--- config.mk ---
export PLATFORM = sky130hd
export DESIGN_NAME = keypad_code_lock_controller
export DESIGN_NICKNAME = d
export VERILOG_FILES = /design/src/kclc_pkg.sv /design/src/kclc_cfg.sv /design/src/kclc_step.sv /design/src/keypad_code_lock_controller.sv
export SDC_FILE = /design/constraint.sdc
export NUM_CORES = 1
export LEC_CHECK = 0
export BUFFER_PORTS_ARGS = -buffer_cell sky130_fd_sc_hd__buf_2
export CORE_MARGIN = 8
export CORE_UTILIZATION = 43
export DETAILED_ROUTE_END_ITERATION = 16
export GPL_TIMING_DRIVEN = 0
export HOLD_SLACK_MARGIN = 0.12
export PLACE_DENSITY_LB_ADDON = 0.15
export SLEW_MARGIN = 20
export SYNTH_ARGS = -nofsm -noshare
export SYNTH_HDL_FRONTEND = slang
export SYNTH_HIERARCHICAL = 1
export SYNTH_SLANG_ARGS = --single-unit
--- constraint.sdc ---
create_clock -name clk -period 6.4 [get_ports clk]
set_clock_uncertainty 0.2 [all_clocks]
set_input_delay 0 -clock clk [delete_from_list [all_inputs] [get_ports clk]]
set_output_delay 0 -clock clk [all_outputs]
set_load 0.05 [all_outputs]
--- src/kclc_pkg.sv ---
// shared types and constants for the keypad code lock controller
package kclc_pkg;

  localparam int CODE_DIGITS_DEF = 6;

  localparam logic [1:0] MODE_CLOSED = 2'd0;
  localparam logic [1:0] MODE_ENTRY  = 2'd1;
  localparam logic [1:0] MODE_OPEN   = 2'd2;
  localparam logic [1:0] MODE_REVISE = 2'd3;

  localparam logic [3:0] KEY_DIGIT_LO = 4'd0;
  localparam logic [3:0] KEY_DIGIT_HI = 4'd9;
  localparam logic [3:0] KEY_BACK     = 4'd10;
  localparam logic [3:0] KEY_START    = 4'd11;
  localparam logic [3:0] KEY_REVISE   = 4'd12;

  localparam logic FUNC_KEY  = 1'b0;
  localparam logic FUNC_TICK = 1'b1;

  localparam int         CFG_IDX_W      = 1;
  localparam int         CFG_DATA_W     = 8;
  localparam logic [0:0] CFG_OPEN_HOLD  = 1'd0;
  localparam logic [0:0] CFG_ERROR_HOLD = 1'd1;

  localparam logic [7:0] HOLD_RESET   = 8'd100;
  localparam logic [3:0] STORED_RESET = 4'd8;

  typedef struct packed {
    logic [1:0] mode;
    logic [7:0] err_timer;
    logic [7:0] open_timer;
    logic       err_run;
    logic       open_run;
    logic       relay;
    logic       err_lamp;
    logic       entry_lamp;
    logic       revise_lamp;
  } ctl_t;

endpackage

--- src/kclc_cfg.sv ---
// hold time configuration registers
module kclc_cfg (
  input  logic                           clk,
  input  logic                           rst_n,
  input  logic                           cfg_wr_en,
  input  logic [kclc_pkg::CFG_IDX_W-1:0]  cfg_index,
  input  logic [kclc_pkg::CFG_DATA_W-1:0] cfg_wdata,
  output logic [7:0]                     open_hold,
  output logic [7:0]                     error_hold
);
  import kclc_pkg::*;

  logic [7:0] open_hold_r;
  logic [7:0] error_hold_r;

  always_ff @(posedge clk) begin
    if (!rst_n) begin
      open_hold_r  <= HOLD_RESET;
      error_hold_r <= HOLD_RESET;
    end else if (cfg_wr_en) begin
      case (cfg_index)
        CFG_OPEN_HOLD:  open_hold_r  <= cfg_wdata[7:0];
        CFG_ERROR_HOLD: error_hold_r <= cfg_wdata[7:0];
        default: ;
      endcase
    end
  end

  assign open_hold  = open_hold_r;
  assign error_hold = error_hold_r;

endmodule

--- src/kclc_step.sv ---
// next-state logic for one key event or timer tick
module kclc_step #(
  parameter  int CODE_DIGITS = kclc_pkg::CODE_DIGITS_DEF,
  localparam int CNT_W       = $clog2(CODE_DIGITS + 1),
  localparam int IDX_W       = (CODE_DIGITS > 1) ? $clog2(CODE_DIGITS) : 1
) (
  input  logic                 func,
  input  logic [3:0]           key_code,
  input  logic [7:0]           open_hold,
  input  logic [7:0]           error_hold,
  input  kclc_pkg::ctl_t       ctl,
  input  logic [CNT_W-1:0]     count,
  input  logic [3:0]           stored [CODE_DIGITS],
  input  logic [3:0]           entered [CODE_DIGITS],
  output kclc_pkg::ctl_t       ctl_nxt,
  output logic [CNT_W-1:0]     count_nxt,
  output logic [3:0]           stored_nxt [CODE_DIGITS],
  output logic [3:0]           entered_nxt [CODE_DIGITS],
  output logic                 wr,
  output logic [IDX_W-1:0]     wr_idx
);
  import kclc_pkg::*;

  localparam logic [CNT_W-1:0] FULL = CNT_W'(CODE_DIGITS);

  logic [7:0]       e_inc;
  logic [7:0]       o_inc;
  logic [CNT_W-1:0] pos;
  logic             match;

  assign e_inc = ctl.err_timer + 8'd1;
  assign o_inc = ctl.open_timer + 8'd1;

  always_comb begin
    ctl_nxt     = ctl;
    count_nxt   = count;
    stored_nxt  = stored;
    entered_nxt = entered;
    wr          = 1'b0;
    wr_idx      = '0;
    pos         = '0;
    match       = 1'b1;
    if (func == FUNC_TICK) begin
      // error timer is serviced before the open timer
      if (ctl.err_run) begin
        if (e_inc >= error_hold) begin
          ctl_nxt.err_run    = 1'b0;
          ctl_nxt.err_timer  = '0;
          ctl_nxt.err_lamp   = 1'b0;
          ctl_nxt.entry_lamp = 1'b0;
          ctl_nxt.mode       = MODE_CLOSED;
        end else begin
          ctl_nxt.err_timer = e_inc;
        end
      end
      if (ctl.open_run) begin
        if (o_inc >= open_hold) begin
          ctl_nxt.open_run   = 1'b0;
          ctl_nxt.open_timer = '0;
          ctl_nxt.relay      = 1'b0;
          ctl_nxt.mode       = MODE_CLOSED;
        end else begin
          ctl_nxt.open_timer = o_inc;
        end
      end
    end else begin
      case (ctl.mode)
        MODE_CLOSED: begin
          if (key_code == KEY_START) begin
            ctl_nxt.mode       = MODE_ENTRY;
            ctl_nxt.entry_lamp = 1'b1;
            count_nxt          = '0;
          end
        end
        MODE_ENTRY: begin
          if (key_code inside {[KEY_DIGIT_LO:KEY_DIGIT_HI]}) begin
            if (count < FULL) begin
              entered_nxt[count[IDX_W-1:0]] = key_code;
              count_nxt = count + CNT_W'(1);
              if (count_nxt == FULL) begin
                for (int i = 0; i < CODE_DIGITS; i++) begin
                  if (entered_nxt[i] != stored[i]) match = 1'b0;
                end
                if (match) begin
                  ctl_nxt.relay      = 1'b1;
                  ctl_nxt.entry_lamp = 1'b0;
                  ctl_nxt.open_timer = '0;
                  ctl_nxt.open_run   = 1'b1;
                  ctl_nxt.mode       = MODE_OPEN;
                end else begin
                  ctl_nxt.err_run  = 1'b1;
                  ctl_nxt.err_lamp = 1'b1;
                end
              end
            end
          end else if (key_code == KEY_BACK) begin
            ctl_nxt.err_lamp  = 1'b0;
            ctl_nxt.err_run   = 1'b0;
            ctl_nxt.err_timer = '0;
            if (count != '0) count_nxt = count - CNT_W'(1);
          end
        end
        MODE_OPEN: begin
          if (key_code == KEY_REVISE) begin
            ctl_nxt.open_run    = 1'b0;
            ctl_nxt.relay       = 1'b0;
            ctl_nxt.revise_lamp = 1'b1;
            ctl_nxt.mode        = MODE_REVISE;
            count_nxt           = '0;
          end
        end
        default: begin
          if (key_code inside {[KEY_DIGIT_LO:KEY_DIGIT_HI]}) begin
            // past the last position the last digit is overwritten again
            if (count < FULL) count_nxt = count + CNT_W'(1);
            pos    = count_nxt - CNT_W'(1);
            wr_idx = pos[IDX_W-1:0];
            wr     = 1'b1;
            for (int i = 0; i < CODE_DIGITS; i++) begin
              if (wr_idx == IDX_W'(i)) stored_nxt[i] = key_code;
            end
          end else if (key_code == KEY_BACK) begin
            if (count != '0) count_nxt = count - CNT_W'(1);
          end else if (key_code == KEY_REVISE) begin
            if (count == FULL) begin
              ctl_nxt.mode        = MODE_CLOSED;
              ctl_nxt.revise_lamp = 1'b0;
            end
          end
        end
      endcase
    end
  end

endmodule

--- src/keypad_code_lock_controller.sv ---
// keypad code lock: input stage, lock state, result register
// path: an accepted beat goes through the input register and then the result register
// throughput: one beat per cycle while the result channel is not stalled; the lock
// state is updated as a beat moves from the input register to the result register
// reset (synchronous, rst_n low): lock closed, lamps and relay off, timers stopped,
// stored code all eights, both hold times 100 ticks
module keypad_code_lock_controller #(
  parameter  int CODE_DIGITS = kclc_pkg::CODE_DIGITS_DEF,
  localparam int CNT_W       = $clog2(CODE_DIGITS + 1),
  localparam int IDX_W       = (CODE_DIGITS > 1) ? $clog2(CODE_DIGITS) : 1
) (
  input  logic                           clk,
  input  logic                           rst_n,
  input  logic                           cfg_wr_en,
  input  logic [kclc_pkg::CFG_IDX_W-1:0]  cfg_index,
  input  logic [kclc_pkg::CFG_DATA_W-1:0] cfg_wdata,
  input  logic                           in_valid,
  output logic                           in_stall,
  input  logic                           in_func,
  input  logic [3:0]                     in_key_code,
  output logic                           out_valid,
  input  logic                           out_stall,
  output logic [1:0]                     out_lock_mode,
  output logic [CNT_W-1:0]               out_digit_count,
  output logic                           out_relay_on,
  output logic                           out_error_lamp,
  output logic                           out_entry_lamp,
  output logic                           out_revise_lamp,
  output logic                           out_store_write,
  output logic [IDX_W-1:0]               out_store_index,
  output logic [3:0]                     out_store_digit
);
  import kclc_pkg::*;

  logic [7:0]       open_hold;
  logic [7:0]       error_hold;

  logic             in_valid_r;
  logic             in_func_r;
  logic [3:0]       in_key_r;
  logic             advance;
  logic             in_take;

  ctl_t             ctl_r;
  ctl_t             ctl_nxt;
  logic [CNT_W-1:0] count_r;
  logic [CNT_W-1:0] count_nxt;
  logic [3:0]       stored_r [CODE_DIGITS];
  logic [3:0]       stored_nxt [CODE_DIGITS];
  logic [3:0]       entered_r [CODE_DIGITS];
  logic [3:0]       entered_nxt [CODE_DIGITS];
  logic             wr;
  logic [IDX_W-1:0] wr_idx;

  logic             out_valid_r;
  logic [1:0]       out_mode_r;
  logic [CNT_W-1:0] out_count_r;
  logic             out_relay_r;
  logic             out_err_r;
  logic             out_entry_r;
  logic             out_revise_r;
  logic             out_wr_r;
  logic [IDX_W-1:0] out_idx_r;
  logic [3:0]       out_digit_r;

  kclc_cfg u_cfg (
    .clk        (clk),
    .rst_n      (rst_n),
    .cfg_wr_en  (cfg_wr_en),
    .cfg_index  (cfg_index),
    .cfg_wdata  (cfg_wdata),
    .open_hold  (open_hold),
    .error_hold (error_hold)
  );

  kclc_step #(.CODE_DIGITS(CODE_DIGITS)) u_step (
    .func        (in_func_r),
    .key_code    (in_key_r),
    .open_hold   (open_hold),
    .error_hold  (error_hold),
    .ctl         (ctl_r),
    .count       (count_r),
    .stored      (stored_r),
    .entered     (entered_r),
    .ctl_nxt     (ctl_nxt),
    .count_nxt   (count_nxt),
    .stored_nxt  (stored_nxt),
    .entered_nxt (entered_nxt),
    .wr          (wr),
    .wr_idx      (wr_idx)
  );

  // the held beat moves on when the result register is empty or draining
  assign advance  = in_valid_r && (!out_valid_r || !out_stall);
  assign in_stall = in_valid_r && !advance;
  assign in_take  = in_valid && !in_stall;

  always_ff @(posedge clk) begin
    if (!rst_n) begin
      in_valid_r <= 1'b0;
    end else if (in_take) begin
      in_valid_r <= 1'b1;
    end else if (advance) begin
      in_valid_r <= 1'b0;
    end
  end

  always_ff @(posedge clk) begin
    if (in_take) begin
      in_func_r <= in_func;
      in_key_r  <= in_key_code;
    end
  end

  always_ff @(posedge clk) begin
    if (!rst_n) begin
      ctl_r   <= '0;
      count_r <= '0;
      for (int i = 0; i < CODE_DIGITS; i++) stored_r[i] <= STORED_RESET;
    end else if (advance) begin
      ctl_r    <= ctl_nxt;
      count_r  <= count_nxt;
      stored_r <= stored_nxt;
    end
  end

  // entered digits are only compared after being written in the current entry
  always_ff @(posedge clk) begin
    if (advance) entered_r <= entered_nxt;
  end

  always_ff @(posedge clk) begin
    if (!rst_n) begin
      out_valid_r <= 1'b0;
    end else if (advance) begin
      out_valid_r <= 1'b1;
    end else if (!out_stall) begin
      out_valid_r <= 1'b0;
    end
  end

  always_ff @(posedge clk) begin
    if (advance) begin
      out_mode_r   <= ctl_nxt.mode;
      out_count_r  <= count_nxt;
      out_relay_r  <= ctl_nxt.relay;
      out_err_r    <= ctl_nxt.err_lamp;
      out_entry_r  <= ctl_nxt.entry_lamp;
      out_revise_r <= ctl_nxt.revise_lamp;
      out_wr_r     <= wr;
      out_idx_r    <= wr ? wr_idx : '0;
      out_digit_r  <= wr ? in_key_r : 4'd0;
    end
  end

  assign out_valid       = out_valid_r;
  assign out_lock_mode   = out_mode_r;
  assign out_digit_count = out_count_r;
  assign out_relay_on    = out_relay_r;
  assign out_error_lamp  = out_err_r;
  assign out_entry_lamp  = out_entry_r;
  assign out_revise_lamp = out_revise_r;
  assign out_store_write = out_wr_r;
  assign out_store_index = out_idx_r;
  assign out_store_digit = out_digit_r;

  a_relay_open : assert property (@(posedge clk) disable iff (!rst_n)
    ctl_r.relay == (ctl_r.mode == MODE_OPEN))
    else $error("relay state disagrees with open mode");

  a_count_range : assert property (@(posedge clk) disable iff (!rst_n)
    count_r <= CNT_W'(CODE_DIGITS))
    else $error("digit count beyond code length");

  a_write_revise : assert property (@(posedge clk) disable iff (!rst_n)
    out_valid_r && out_wr_r |-> out_mode_r == MODE_REVISE)
    else $error("stored digit write outside revise mode");

  a_advance_out : assert property (@(posedge clk) disable iff (!rst_n)
    advance |=> out_valid_r)
    else $error("advanced beat missing from result register");

endmodule

==> results.json <==
{
  "die_w_microns": 149.1,
  "layout_commonest_cell": "nand2_1",
  "seq_area_frac_synth_pct": 36.26,
  "final.period_utilization_pct": 60.05,
  "drc": 0,
  "clk-insertion-delay-late_ns": 0.42,
  "grt_first_pass_wirelength_microns": 32620,
  "timing_max_transition_violations_final": 0,
  "power_leakage_uw": 0.003558,
  "cts_num_sinks": 115,
  "final_sum_of_negative_setup_slack_ns": 0,
  "slew_headroom_pct": 45.57,
  "grt_use_met2_pct": 27.49,
  "antenna_found_initial": 0,
  "grt_max_degree": 51,
  "cts_clock_pin_slew_for_the_worst_setup_and_hold_paths_ns": 0.05,
  "core_region_area_sq_um": 17300,
  "design.portCount": 38,
  "synthesis.area_per_instance_sq_um": 9.235,
  "hold_class": "in2reg",
  "drt_pass1_iterations": 5,
  "number_of_enable_flip_flop_cells_after_synthesis": 46,
  "die_y_microns": 149.1,
  "globalRoute.busiestLayer": "met2",
  "synth.ff_latch_count": 115,
  "cts_root_buffer": "clkbuf_16",
  "synthesis.nets": 877,
  "worst_ir_drop_on_vdd_mv": 0.1849,
  "global_route.usage.met1_pct": 26.40,
  "clockBufferDepth": 2,
  "gp_congestion": 0.9115,
  "layout_min_cycle_time_ns": 3.843,
  "run_status": "completed",
  "fmax_mhz": 260.2,
  "cts_setup_buffers": 0,
  "total_number_of_placement_rows": 48,
  "power_density_nw_per_um2": 209.3,
  "ys.warnings.count": 6,
  "route.detailed.wl_per_inst_microns": 17.64,
  "total_clock_buffers_created_by_cts": 17,
  "post_dr_vias_cell": 5.406,
  "final_hold_violation_count": 0,
  "first_global_vias": 5973,
  "setup_repair_after_global_routing_missed_its_margin": "no",
  "design_area_sq_um": 8996,
  "htreeDepth": 4,
  "final_nets": 966,
  "yosysUniqueCellTypes": 73,
  "setup.worst_path.start_class": "register",
  "gr-usage-met3_pct": 4.672,
  "finalSetupViolCount": 0,
  "placed_cell_area_sq_um": 8075,
  "postRouteAntennaNets": 0,
  "final.hold.worst_slack_ns": 0.2354,
  "area_growth_pct": 18.08,
  "critical_path.endpoint_type": "register",
  "floorplan.initialDensity_pct": 44.05,
  "first_iter_violations": 590,
  "antenna_cells": 0,
  "dp_hpwl_microns": 14310,
  "commonest_non_fill_non_tap_cells_in_the_layout": "nand2_1 (164), mux2i_1 (85), dfxtp_1 (69)",
  "yosys_most_used_dff": "dfxtp_1",
  "cp_max_fo": 10,
  "die_area_sq_um": 22230,
  "numPlacedInstances": 1085,
  "syn_area_sq_um": 7619,
  "final_layout_size_suffix_gt1_share_pct": 15.32,
  "fin_cells": 1152,
  "grt.overflow.total": 0,
  "track_usage_pct": 18.67,
  "cts_tree": "built",
  "drt_wl_total_microns": 20320,
  "netlist_instances": 825,
  "io_buffers": 35,
  "num_vias": 6228,
  "arrival_ns": 3.99,
  "worst-setup-path-type": "reg2reg",
  "required_ns": 6.55,
  "fill_cells": 1607,
  "ys_async_sr_fraction_pct": 0,
  "finish.utilization_pct": 52.01,
  "timing.max_cap.violations": 0,
  "worst_slew_pin_slew_ns": 0.8127
}
synthesized netlist by cell type (all sizes together), types with 4 or more instances:
cell,instances,area (sq um)
clkbuf,18,67.56
a31oi,5,31.28
nand3,25,130.1
nor2,20,75.07
dfxtp,69,1381
buf,27,254.0
o21ai,35,178.9
ha,33,412.9
nor3,12,65.06
nand3b,5,50.05
a21oi,14,70.07
a32oi,6,52.55
edfxtp,46,1381
nand2b,19,126.4
nor4,5,43.79
xor2,7,61.31
and3,9,57.56
nand2,164,615.6
nor2b,38,245.2
xnor2,12,105.1
and2,11,71.32
inv,37,138.9
o32ai,4,35.03
o211ai,11,82.58
nor3b,11,110.1
mux2i,85,850.8
mux2,37,416.7
o22ai,4,25.02
cell families after synthesis:
kind of cell	after synthesis	synth area share (%)
simple gates	338	23.04
mux	122	16.64
compound gates	115	10.36
flops	115	36.26
buf+inv	83	6.093
fa+ha+maj	33	5.420
xor+xnor	19	2.184
critical path, cell delays in order, from the launching register on:
cell and delay [ns]:
edfxtp_1 0.46, clkbuf_1 0.49, clkbuf_1 0.57, mux2i_1 0.20, xnor2_1 0.17, nor4_1 0.57
nand4_1 0.32, buf_4 0.28, o221ai_1 0.29, nand2_1 0.09, mux2i_1 0.13
area by class of cell:
type                       count  area, sq um  share of cell area [%]
multi-input combinational    627         4392                   48.82
sequential                   115         2763                   30.71
timing repair buffer          70        525.5                   5.841
clock buffer                  21        461.7                   5.132
buffer                        45        321.6                   3.574
tap                          225        281.5                   3.129
inverter                      38        142.6                   1.586
clock inverter                11        108.9                   1.210
through the flow:
stage                     worst slack (ns)  power (uW)
after global routing                 2.169        1944
after global placement               2.675       951.7
final                                2.557        1883
after detailed placement             2.636       952.4
after floorplan                      3.335       906.2
after CTS                            2.574        1899
power breakdown:
| group | internal [uW] | switching [uW] | total, uW |
|---|---|---|---|
| Sequential | 778 | 11.2 | 789 |
| Clock | 589 | 339 | 928 |
| Combinational | 63.0 | 103 | 165 |
layer usage:
layer | part of all wire [%] | vias up | wire length (microns)
li1 | - | 3109 | -
met1 | 50 | 2939 | 10230
met2 | 42 | 154 | 8599
met3 | 5.9 | 26 | 1190
met4 | 1.5 | 0 | 299
met5 | 0 | - | 0
what timing repair did:
item | CTS | global route
endpoints found under the hold margin | 81 | 0
resized for setup | 0 | 0
hold buffers | 35 | 0
registers in the layout, indices dropped and copies added, names as in the netlist:
register	count
stored_r	24
out_revise_lamp	1
out_entry_lamp	1
out_relay_on	1
out_error_lamp	1
in_key_r	4
u_cfg/error_hold	8
out_store_index	3
out_store_digit	4
out_digit_count	3
out_valid	1
count_r	3
entered_r	24
u_cfg/open_hold	8
in_valid_r	1
ctl_r	24
out_store_write	1
in_func_r	1
out_lock_mode	2
path summary, 6_finish.rpt:
check,slack (ns),start,cells past startpoint,endpoint
setup / recovery,2.56,in_key_r[1],10,ctl_r[23]
setup reg to reg,2.56,in_key_r[1],10,ctl_r[23]
hold reg to reg,0.26,u_cfg/open_hold[1],2,u_cfg/open_hold[1]
hold / removal,0.24,out_stall,4,out_valid
Note: power is estimated with default switching activity, not from simulation.
